===== config.mk =====
export PLATFORM = sky130hd
export DESIGN_NAME = cscan_disk_scheduler
export DESIGN_NICKNAME = d
export VERILOG_FILES = /design/src/hdl/cscan_pkg.sv /design/src/hdl/cscan_ram.sv /design/src/hdl/cscan_disk_scheduler.sv
export SDC_FILE = /design/constraint.sdc
export NUM_CORES = 1
export LEC_CHECK = 0
export ABC_AREA = 1
export BUFFER_PORTS_ARGS = -buffer_cell sky130_fd_sc_hd__clkbuf_2
export CAP_MARGIN = 0
export CORE_ASPECT_RATIO = 0.6
export CORE_UTILIZATION = 40
export DETAILED_ROUTE_END_ITERATION = 10
export RECOVER_POWER = 50
export SLEW_MARGIN = 20
export SYNTH_ARGS = -nofsm -noshare
export SYNTH_HDL_FRONTEND = slang
export SYNTH_SLANG_ARGS = --single-unit

===== constraint.sdc =====
create_clock -name clock -period 4.7 [get_ports clock]
set_input_delay 0.94 -clock clock [delete_from_list [all_inputs] [get_ports clock]]
set_output_delay 0.94 -clock clock [all_outputs]
set_load 0.02 [all_outputs]

===== src/hdl/cscan_pkg.sv =====
package cscan_pkg;

   // Field widths of the request, result and register ports.
   localparam int POS_W     = 16;
   localparam int CYL_W     = 17;
   localparam int SEEK_W    = 22;
   localparam int CSR_IDX_W = 2;

   // Register indexes on the configuration port.
   localparam logic [CSR_IDX_W-1:0] CSR_HEAD_START = 2'd0;
   localparam logic [CSR_IDX_W-1:0] CSR_CYL_COUNT  = 2'd1;
   localparam logic [CSR_IDX_W-1:0] CSR_SWEEP_DOWN = 2'd2;

   // Reset value of the cylinder count register.
   localparam logic [CYL_W-1:0] CYL_COUNT_RESET = 17'h10000;

   // Phases of the service order.
   localparam int PH_W = 2;
   localparam logic [PH_W-1:0] PH_G1   = 2'd0;
   localparam logic [PH_W-1:0] PH_BND1 = 2'd1;
   localparam logic [PH_W-1:0] PH_BND2 = 2'd2;
   localparam logic [PH_W-1:0] PH_G2   = 2'd3;

   typedef logic [POS_W-1:0]  pos_type;
   typedef logic [SEEK_W-1:0] seek_type;

endpackage


===== src/hdl/cscan_ram.sv =====
module cscan_ram #(
   parameter int WIDTH = 16,
   parameter int DEPTH = 32,
   localparam int AW = (DEPTH > 1) ? $clog2(DEPTH) : 1
) (
   input  logic             clock,
   input  logic             wr_en,
   input  logic [AW-1:0]    wr_addr,
   input  logic [WIDTH-1:0] wr_data,
   input  logic [AW-1:0]    rd_addr,
   output logic [WIDTH-1:0] rd_data
);

   logic [WIDTH-1:0] mem_ff [DEPTH];
   logic [WIDTH-1:0] rd_data_ff;

   // One write port and one read port with registered read data.
   always_ff @(posedge clock) begin
      if (wr_en) begin
         mem_ff[wr_addr] <= wr_data;
      end
      rd_data_ff <= mem_ff[rd_addr];
   end

   assign rd_data = rd_data_ff;

endmodule


===== src/hdl/cscan_disk_scheduler.sv =====
// C-SCAN disk scheduler. Request cylinders arrive one item at a time and are kept in
// ascending order in a RAM with one write and one read port; each item is inserted by
// walking down from the top of the store, moving every stored entry larger than it up
// one place, until a compare finds an entry that is not larger or the walk reaches the
// bottom of the store; a request that finds the store full is dropped. req_ready stays
// low meanwhile. On an item marked last, the block then scans the store for the first
// entry at or above head_start and sets up the walk. It then emits the C-SCAN order:
// each stored request is read from the RAM, its distance and the running sum are
// formed, and the result is offered until rsp_ready takes it; the wrap offers its two
// boundary visits in turn unless it is skipped, and the walk then turns to the second
// group. One result is in flight at a time, and a single subtract-and-add unit serves
// every visit. Registers on the csr port are to be written by the user only while the
// block is idle; the block itself does not enforce this. The batch is cleared once the
// result flagged last_visit is taken; requests beyond MAX_REQUESTS in a batch are dropped.
module cscan_disk_scheduler #(
   parameter int MAX_REQUESTS = 32
) (
   input  logic                              clock,
   input  logic                              reset,
   // Request channel
   input  logic                              req_valid,
   output logic                              req_ready,
   input  logic [cscan_pkg::POS_W-1:0]       req_request_cylinder,
   input  logic                              req_is_last,
   // Result channel
   output logic                              rsp_valid,
   input  logic                              rsp_ready,
   output logic [cscan_pkg::POS_W-1:0]       rsp_visit_position,
   output logic                              rsp_is_boundary,
   output logic [cscan_pkg::SEEK_W-1:0]      rsp_seek_so_far,
   output logic                              rsp_last_visit,
   // Configuration port
   input  logic                              csr_write_en,
   input  logic [cscan_pkg::CSR_IDX_W-1:0]   csr_index,
   input  logic [cscan_pkg::CYL_W-1:0]       csr_data
);

   localparam int AW = (MAX_REQUESTS > 1) ? $clog2(MAX_REQUESTS) : 1;
   localparam int CW = $clog2(MAX_REQUESTS + 1);
   localparam logic [CW-1:0] MAX_CNT = CW'(MAX_REQUESTS);
   localparam logic [CW-1:0] CNT_ONE = CW'(1);

   // Sequencer states.
   localparam int ST_W = 4;
   localparam logic [ST_W-1:0] S_IDLE    = 4'd0;
   localparam logic [ST_W-1:0] S_INS_CHK = 4'd1;
   localparam logic [ST_W-1:0] S_INS_CMP = 4'd2;
   localparam logic [ST_W-1:0] S_SPL_CHK = 4'd3;
   localparam logic [ST_W-1:0] S_SPL_CMP = 4'd4;
   localparam logic [ST_W-1:0] S_START   = 4'd5;
   localparam logic [ST_W-1:0] S_G_RD    = 4'd6;
   localparam logic [ST_W-1:0] S_G_EMIT  = 4'd7;
   localparam logic [ST_W-1:0] S_WAIT    = 4'd8;
   localparam logic [ST_W-1:0] S_WRAP    = 4'd9;
   localparam logic [ST_W-1:0] S_G2      = 4'd10;

   logic [ST_W-1:0]             state_ff;
   logic [CW-1:0]               count_ff;
   logic [CW-1:0]               pos_ff;
   logic [CW-1:0]               split_ff;
   logic [CW-1:0]               idx_ff;
   logic [CW-1:0]               rem_ff;
   logic [CW-1:0]               g2n_ff;
   logic [cscan_pkg::PH_W-1:0]  phase_ff;
   cscan_pkg::pos_type          value_ff;
   logic                        last_ff;
   cscan_pkg::pos_type          head_ff;
   cscan_pkg::seek_type         seek_ff;

   cscan_pkg::pos_type          head_start_ff;
   logic [cscan_pkg::CYL_W-1:0] cyl_count_ff;
   logic                        sweep_down_ff;

   logic                        rsp_valid_ff;
   cscan_pkg::pos_type          rsp_pos_ff;
   logic                        rsp_bnd_ff;
   cscan_pkg::seek_type         rsp_seek_ff;
   logic                        rsp_last_ff;

   logic                        ram_wr_en;
   logic [AW-1:0]               ram_wr_addr;
   cscan_pkg::pos_type          ram_wr_data;
   logic [AW-1:0]               ram_rd_addr;
   cscan_pkg::pos_type          ram_rd_data;

   logic [cscan_pkg::CYL_W-1:0] cyl_m1;
   cscan_pkg::pos_type          end_cyl;
   cscan_pkg::pos_type          target1;
   cscan_pkg::pos_type          target2;
   cscan_pkg::pos_type          emit_pos;
   cscan_pkg::pos_type          emit_dist;
   cscan_pkg::seek_type         emit_seek;
   logic [CW-1:0]               g1n;
   logic [CW-1:0]               idx_step;
   logic [CW-1:0]               pos_m1;
   logic                        rsp_take;

   cscan_ram #(
      .WIDTH (cscan_pkg::POS_W),
      .DEPTH (MAX_REQUESTS)
   ) u_store (
      .clock   (clock),
      .wr_en   (ram_wr_en),
      .wr_addr (ram_wr_addr),
      .wr_data (ram_wr_data),
      .rd_addr (ram_rd_addr),
      .rd_data (ram_rd_data)
   );

   // The end cylinder is the count minus one, clamped to 1..65535.
   always_comb begin
      cyl_m1 = cyl_count_ff - cscan_pkg::CYL_W'(1);
      if (cyl_count_ff < cscan_pkg::CYL_W'(2)) begin
         end_cyl = cscan_pkg::POS_W'(1);
      end else if (cyl_m1[cscan_pkg::CYL_W-1]) begin
         end_cyl = '1;
      end else begin
         end_cyl = cyl_m1[cscan_pkg::POS_W-1:0];
      end
      target1 = sweep_down_ff ? '0 : end_cyl;
      target2 = sweep_down_ff ? end_cyl : '0;
   end

   // Shared distance unit: the position of the visit being emitted, its distance
   // from the head and the new running seek.
   always_comb begin
      if (state_ff == S_G_EMIT) begin
         emit_pos = ram_rd_data;
      end else if (state_ff == S_WRAP) begin
         emit_pos = target1;
      end else begin
         emit_pos = target2;
      end
      emit_dist = (emit_pos >= head_ff) ? (emit_pos - head_ff) : (head_ff - emit_pos);
      emit_seek = seek_ff + cscan_pkg::SEEK_W'(emit_dist);
   end

   // Size of the first group and the walking direction.
   assign g1n      = sweep_down_ff ? split_ff : (count_ff - split_ff);
   assign idx_step = sweep_down_ff ? (idx_ff - CNT_ONE) : (idx_ff + CNT_ONE);
   assign pos_m1   = pos_ff - CNT_ONE;
   assign rsp_take = rsp_valid_ff && rsp_ready;

   // RAM port control.
   always_comb begin
      ram_wr_en   = 1'b0;
      ram_wr_addr = pos_ff[AW-1:0];
      ram_wr_data = value_ff;
      ram_rd_addr = idx_ff[AW-1:0];
      unique case (state_ff)
         S_INS_CHK: begin
            ram_rd_addr = pos_m1[AW-1:0];
            ram_wr_en   = (count_ff < MAX_CNT) && (pos_ff == '0);
         end
         S_INS_CMP: begin
            ram_wr_en = 1'b1;
            if (ram_rd_data > value_ff) begin
               ram_wr_data = ram_rd_data;
            end
         end
         S_SPL_CHK: begin
            ram_rd_addr = split_ff[AW-1:0];
         end
         default: begin
         end
      endcase
   end

   // Configuration registers.
   always_ff @(posedge clock) begin
      if (reset) begin
         head_start_ff <= '0;
         cyl_count_ff  <= cscan_pkg::CYL_COUNT_RESET;
         sweep_down_ff <= 1'b0;
      end else if (csr_write_en) begin
         unique case (csr_index)
            cscan_pkg::CSR_HEAD_START: head_start_ff <= csr_data[cscan_pkg::POS_W-1:0];
            cscan_pkg::CSR_CYL_COUNT:  cyl_count_ff  <= csr_data;
            cscan_pkg::CSR_SWEEP_DOWN: sweep_down_ff <= csr_data[0];
            default: begin
            end
         endcase
      end
   end

   // Payload registers without reset.
   always_ff @(posedge clock) begin
      if (state_ff == S_IDLE && req_valid) begin
         value_ff <= req_request_cylinder;
         last_ff  <= req_is_last;
      end
   end

   // Sequencer: sorted insertion, split search and the C-SCAN walk.
   always_ff @(posedge clock) begin
      if (reset) begin
         state_ff     <= S_IDLE;
         count_ff     <= '0;
         pos_ff       <= '0;
         split_ff     <= '0;
         idx_ff       <= '0;
         rem_ff       <= '0;
         g2n_ff       <= '0;
         phase_ff     <= cscan_pkg::PH_G1;
         head_ff      <= '0;
         seek_ff      <= '0;
         rsp_valid_ff <= 1'b0;
         rsp_pos_ff   <= '0;
         rsp_bnd_ff   <= 1'b0;
         rsp_seek_ff  <= '0;
         rsp_last_ff  <= 1'b0;
      end else begin
         unique case (state_ff)
            S_IDLE: begin
               if (req_valid) begin
                  pos_ff   <= count_ff;
                  split_ff <= '0;
                  state_ff <= S_INS_CHK;
               end
            end
            S_INS_CHK: begin
               if (count_ff >= MAX_CNT) begin
                  state_ff <= last_ff ? S_SPL_CHK : S_IDLE;
               end else if (pos_ff == '0) begin
                  count_ff <= count_ff + CNT_ONE;
                  state_ff <= last_ff ? S_SPL_CHK : S_IDLE;
               end else begin
                  state_ff <= S_INS_CMP;
               end
            end
            S_INS_CMP: begin
               if (ram_rd_data > value_ff) begin
                  pos_ff   <= pos_m1;
                  state_ff <= S_INS_CHK;
               end else begin
                  count_ff <= count_ff + CNT_ONE;
                  state_ff <= last_ff ? S_SPL_CHK : S_IDLE;
               end
            end
            S_SPL_CHK: begin
               state_ff <= (split_ff == count_ff) ? S_START : S_SPL_CMP;
            end
            S_SPL_CMP: begin
               if (ram_rd_data < head_start_ff) begin
                  split_ff <= split_ff + CNT_ONE;
                  state_ff <= S_SPL_CHK;
               end else begin
                  state_ff <= S_START;
               end
            end
            S_START: begin
               head_ff  <= head_start_ff;
               seek_ff  <= '0;
               phase_ff <= cscan_pkg::PH_G1;
               rem_ff   <= g1n;
               idx_ff   <= sweep_down_ff ? (split_ff - CNT_ONE) : split_ff;
               g2n_ff   <= sweep_down_ff ? (count_ff - split_ff) : split_ff;
               state_ff <= (g1n == '0) ? S_WRAP : S_G_RD;
            end
            S_G_RD: begin
               state_ff <= S_G_EMIT;
            end
            S_G_EMIT: begin
               rsp_valid_ff <= 1'b1;
               rsp_pos_ff   <= emit_pos;
               rsp_bnd_ff   <= 1'b0;
               rsp_seek_ff  <= emit_seek;
               if (phase_ff == cscan_pkg::PH_G2) begin
                  rsp_last_ff <= (rem_ff == CNT_ONE);
               end else begin
                  rsp_last_ff <= (rem_ff == CNT_ONE) && (g2n_ff == '0) &&
                                 (emit_pos == target1);
               end
               head_ff  <= emit_pos;
               seek_ff  <= emit_seek;
               rem_ff   <= rem_ff - CNT_ONE;
               idx_ff   <= idx_step;
               state_ff <= S_WAIT;
            end
            S_WAIT: begin
               if (rsp_take) begin
                  if (rsp_last_ff) begin
                     rsp_valid_ff <= 1'b0;
                     count_ff     <= '0;
                     state_ff     <= S_IDLE;
                  end else begin
                     unique case (phase_ff)
                        cscan_pkg::PH_G1: begin
                           rsp_valid_ff <= 1'b0;
                           state_ff     <= (rem_ff == '0) ? S_WRAP : S_G_RD;
                        end
                        cscan_pkg::PH_BND1: begin
                           // Second half of the wrap: jump to the far end.
                           rsp_valid_ff <= 1'b1;
                           rsp_pos_ff   <= emit_pos;
                           rsp_bnd_ff   <= 1'b1;
                           rsp_seek_ff  <= emit_seek;
                           rsp_last_ff  <= (g2n_ff == '0);
                           head_ff      <= emit_pos;
                           seek_ff      <= emit_seek;
                           phase_ff     <= cscan_pkg::PH_BND2;
                        end
                        cscan_pkg::PH_BND2: begin
                           rsp_valid_ff <= 1'b0;
                           state_ff     <= S_G2;
                        end
                        default: begin
                           rsp_valid_ff <= 1'b0;
                           state_ff     <= S_G_RD;
                        end
                     endcase
                  end
               end
            end
            S_WRAP: begin
               // Visit the end of the sweep unless the head already sits there.
               if (head_ff != target1) begin
                  rsp_valid_ff <= 1'b1;
                  rsp_pos_ff   <= emit_pos;
                  rsp_bnd_ff   <= 1'b1;
                  rsp_seek_ff  <= emit_seek;
                  rsp_last_ff  <= 1'b0;
                  head_ff      <= emit_pos;
                  seek_ff      <= emit_seek;
                  phase_ff     <= cscan_pkg::PH_BND1;
                  state_ff     <= S_WAIT;
               end else begin
                  state_ff <= S_G2;
               end
            end
            S_G2: begin
               phase_ff <= cscan_pkg::PH_G2;
               rem_ff   <= g2n_ff;
               idx_ff   <= sweep_down_ff ? (count_ff - CNT_ONE) : '0;
               state_ff <= S_G_RD;
            end
            default: begin
               state_ff <= S_IDLE;
            end
         endcase
      end
   end

   assign req_ready          = (state_ff == S_IDLE);
   assign rsp_valid          = rsp_valid_ff;
   assign rsp_visit_position = rsp_pos_ff;
   assign rsp_is_boundary    = rsp_bnd_ff;
   assign rsp_seek_so_far    = rsp_seek_ff;
   assign rsp_last_visit     = rsp_last_ff;

   // A result is never pending while new requests are taken.
   a_no_rsp_when_idle: assert property (@(posedge clock) disable iff (reset)
      req_ready |-> !rsp_valid_ff)
      else $error("result pending while accepting requests");

   // The store never holds more than its depth.
   a_count_bound: assert property (@(posedge clock) disable iff (reset)
      count_ff <= MAX_CNT)
      else $error("request count exceeds store depth");

   // Taking the final result empties the batch and reopens the request channel.
   a_batch_clear: assert property (@(posedge clock) disable iff (reset)
      (rsp_take && rsp_last_ff) |=> (count_ff == '0) && req_ready)
      else $error("batch not cleared after final result");

   // The running seek only grows within a batch.
   a_seek_grows: assert property (@(posedge clock) disable iff (reset)
      (rsp_take && !rsp_last_ff) |=> seek_ff >= $past(seek_ff))
      else $error("running seek decreased within a batch");

   // Boundary visits are only emitted during the wrap phases.
   a_bnd_phase: assert property (@(posedge clock) disable iff (reset)
      (rsp_valid_ff && rsp_bnd_ff) |->
         (phase_ff == cscan_pkg::PH_BND1 || phase_ff == cscan_pkg::PH_BND2))
      else $error("boundary visit outside the wrap");

endmodule


==> key figures <==
Power
  • Leak: 15.3 nW
  • VDD IR max: 0.000316 V
  • Int Power: 0.0128 W
  • Reg power frac: 36.2%
  • Power per cell area: 498 mW/mm^2
  • Switching share of power: 36.6%
  • Clock share of power: 28.1%
  • Combinational power share: 35.7%
  • Switching power: 0.00738 W

Placed design
  • IO Port Bufs: 82
  • Gpl congestion: 1.02
  • DP HPWL: 74.5 mm
  • Placed cell count: 4760
  • Dpl ws: -0.520 ns

Drt
  • Post-DR vias/cell: 5.50
  • Final WL: 109 mm
  • Pre-antenna DRT Iters: 6
  • Antenna-violating nets left: 0
  • Residual DRC count: 0
  • Routed len/inst: 22.1 um
  • DR iter-0 viols: 3351
  • Via count: 27100

Synthesis
  • Post-synth top area cell: edfxtp_1
  • Register area share after synthesis: 57.8%
  • Netlist Area Pre-Place: 0.0334 mm^2
  • Post-synth EDFFs: 529
  • Main flop type after synthesis: edfxtp_1
  • #FFs+latches synth: 699
  • Async S/R FF share, synth: 0%
  • Top cell type's share of synthesized area: 47.6%
  • Synth cell types: 56
  • Top cells by area, synth: edfxtp_1, dfxtp_1, nand2_1
  • Total nets after synthesis: 3610
  • Syn avg cell area: 9.64 um^2
  • Yosys warns: 0
  • Cell count after synthesis: 3463

Job
  • Max-cap violations: 2

Critical path
  • Reg2Reg Depth: 33
  • Flop-to-flop setup slack: -0.08 ns
  • Type of origin of the critical path: flip-flop
  • Slowest CP cell: dfxtp_2
  • WP data required: 5.27 ns
  • Critical path arrival: 5.35 ns
  • Max FO, Critical Path: 7
  • R2r endpoint: rsp_seek_so_far[19]
  • Worst path max stage delay: 0.33 ns
  • Crit Path Category: reg2reg
  • Reg-to-Reg Start: cyl_count_ff[0]
  • Critical Path Sink Type: flip-flop

Timing
  • Post-layout min period: 4.78 ns
  • Fin. max-slew vios: 104
  • Setup TNS: -0.507 ns
  • Fraction of the cycle the final worst path needs: 102%
  • Clock Skew: 0.0357 ns
  • Unrepaired setup endpoints after global routing: yes
  • Fmax: 209 MHz
  • Setup violations, final: 12
  • Final Hold Violating Endpoints: 0
  • Slew headroom: -116%
  • Setup ws final: -0.0823 ns
  • Least-Margin Pin Slew: 3.24 ns

Global routing
  • GRT Total Usage: 25.3%
  • Largest net degree at the start of global routing: 178
  • Vias in the first global route: 24100
  • First-pass GRT wire length: 159 mm
  • Total congestion overflow: 0
  • Initial antenna violation count: 3

CTS
  • TritonCTS clock tree: done
  • H-tree depth: 3
  • Cts bufs inserted: 69
  • Clk Latency, worst-skew pair: 0.67 ns
  • Root Buffer: clkbuf_16
  • CTS clk-pin slew, worst paths: 0.06 ns
  • CTS Buffer Depth: 3
  • Total clock sinks: 699

Die
  • Total core area: 0.0820 mm^2
  • Die X: 375 um
  • Num rows: 81
  • Starting Density: 40.7%
  • Die extent in y: 226 um
  • I/O Pins: 83
  • Die footprint: 0.0846 mm^2

Min path
  • Worst Hold Class: in2reg
  • WHS Endpoint: value_ff[12]
  • Worst Hold Launch: req_request_cylinder[12]
  • Hold path cells: 1

Finish
  • Non-Filler Instances: 4924
  • Nets: 3937
  • Share of cells above drive strength 1: 18.8%
  • Filler Cells Inserted: 7598
  • Area delta synth->final: 21.1%

Outcome
  • Outcome: finished, violations left
  • Failing checks: capacitance limit, slew limit, setup timing
[worst max-delay path, delay by kind of cell, from the launching register on]
family                   cells  cell delay [ns]
flip-flops                   1             0.33
AO/OA/AOI/OAI                6             1.01
buffers and inverters        8             0.86
AND/OR/NAND/NOR             14             1.43
adder cells (fa/ha/maj)      3             0.73
XOR/XNOR                     2             0.34
[power by group through the flow]
stage	registers [W]	clock network [W]	logic, W
2_1_floorplan	0.00736	0	0.00373
3_3_place_gp	0.00741	0	0.00639
3_5_place_dp	0.00741	0	0.00640
4_1_cts	0.00729	0.00574	0.00667
5_1_grt	0.00731	0.00599	0.00779
6_report	0.00730	0.00566	0.00719
[final cells by class]
type,instances,area [um^2],share of cell area [%]
flip-flops and latches,699,19300,47.7
multi-input cells,2342,13600,33.5
repair buffers,442,3060,7.58
clock buffers,87,1840,4.54
well taps,1079,1350,3.34
inverters,236,901,2.23
clock inverters,37,412,1.02
diodes,2,5.00,0.0124
[state kept, by name (all words and copies together) (netlist names), 16 cells and up]
register / cells
u_store.mem_ff: 512
value_ff: 16
head_start_ff: 16
cyl_count_ff: 17
head_ff: 16
rsp_seek_so_far: 22
rsp_visit_position: 16
seek_ff: 22
u_store.rd_data: 16
[how the worst max path moves through the flow]
stage                     slack (ns)             start  cells past startpoint                   to
final                          -0.08   cyl_count_ff[0]                     33  rsp_seek_so_far[19]
after floorplan                 0.02   cyl_count_ff[0]                     33  rsp_seek_so_far[18]
after detailed placement       -0.52   cyl_count_ff[0]                     33          seek_ff[18]
after CTS                    -0.0003  cyl_count_ff[10]                     32  rsp_seek_so_far[14]
after global routing           -0.35  cyl_count_ff[10]                     32  rsp_seek_so_far[19]
after global placement         -0.43   cyl_count_ff[0]                     33  rsp_seek_so_far[18]
[cells in the mapped netlist, drive strengths merged (2+ instances only)]
cell type,instances
clkinv,2
o221a,2
o311ai,3
clkbuf,135
o21ai,119
or2,19
a211oi,9
a221oi,2
a21oi,417
ha,101
nor2,250
xor2,30
o221ai,2
dfxtp,170
a32o,33
nand3,104
a22oi,2
edfxtp,529
nand3b,9
nor3,24
a21boi,16
nand2,891
a21o,9
buf,51
fa,5
a31oi,9
a32oi,49
o2111ai,4
o211ai,68
nor3b,2
o21a,31
a221o,2
nand4,85
o22ai,9
mux2i,3
xnor2,27
inv,234
[timing repair]
action,in CTS,in global routing
pin swaps,32,83
gates resized for setup,105,146
hold buffers,0,0
buffers inserted,16,22
gates cloned,1,0
endpoints found under the setup margin,34,34
[layer usage]
metal | track usage, % | part of all wire [%] | vias up
met5 | 0 | 0 | -
met1 | 40.9 | 50 | 13100
li1 | - | - | 12800
met3 | 9.33 | 12 | 110
met2 | 30.7 | 36 | 1113
met4 | 5.46 | 1.5 | 0
[stage by stage]
step / hold WS, ns / cell area [um^2] / utilization, % / power (W)
after CTS: 0.424 / 39900 / 48.6 / 0.0197
after floorplan: 0.440 / 33500 / - / 0.0111
after detailed placement: 0.453 / 37100 / 45.2 / 0.0138
final: 0.462 / 40400 / 49.3 / 0.0201
after global placement: 0.449 / 37100 / 45.2 / 0.0138
after global routing: 0.443 / 40400 / 49.3 / 0.0211
[layout by cell type, fill, tap and decap left out, types with 31 or more instances in the layout]
| master | count |
|---|---|
| inv_1 | 215 |
| nand4_1 | 85 |
| nand2_2 | 45 |
| nand3_1 | 87 |
| o21ai_0 | 93 |
| o21a_1 | 31 |
| a21oi_1 | 369 |
| dfxtp_1 | 161 |
| edfxtp_1 | 529 |
| ha_1 | 77 |
| a32oi_1 | 49 |
| o211ai_1 | 68 |
| a21oi_2 | 40 |
| a32o_1 | 33 |
| buf_4 | 307 |
| clkbuf_2 | 35 |
| nor2_1 | 219 |
| clkbuf_1 | 97 |
| clkbuf_16 | 71 |
| nand2_1 | 837 |
[kinds of logic (layout without fill, tap and decap cells)]
group,count (synthesis),after routing,share of synthesized area (%)
mux,3,3,0.0900
compound gates,791,791,14.3
other cells,0,2,0
fa+ha+maj,106,106,4.09
buf+inv,422,802,4.97
simple gates,1385,1385,17.2
xor+xnor,57,57,1.50
flops,699,699,57.8
No activity file was read; power rests on OpenSTA's default activity.
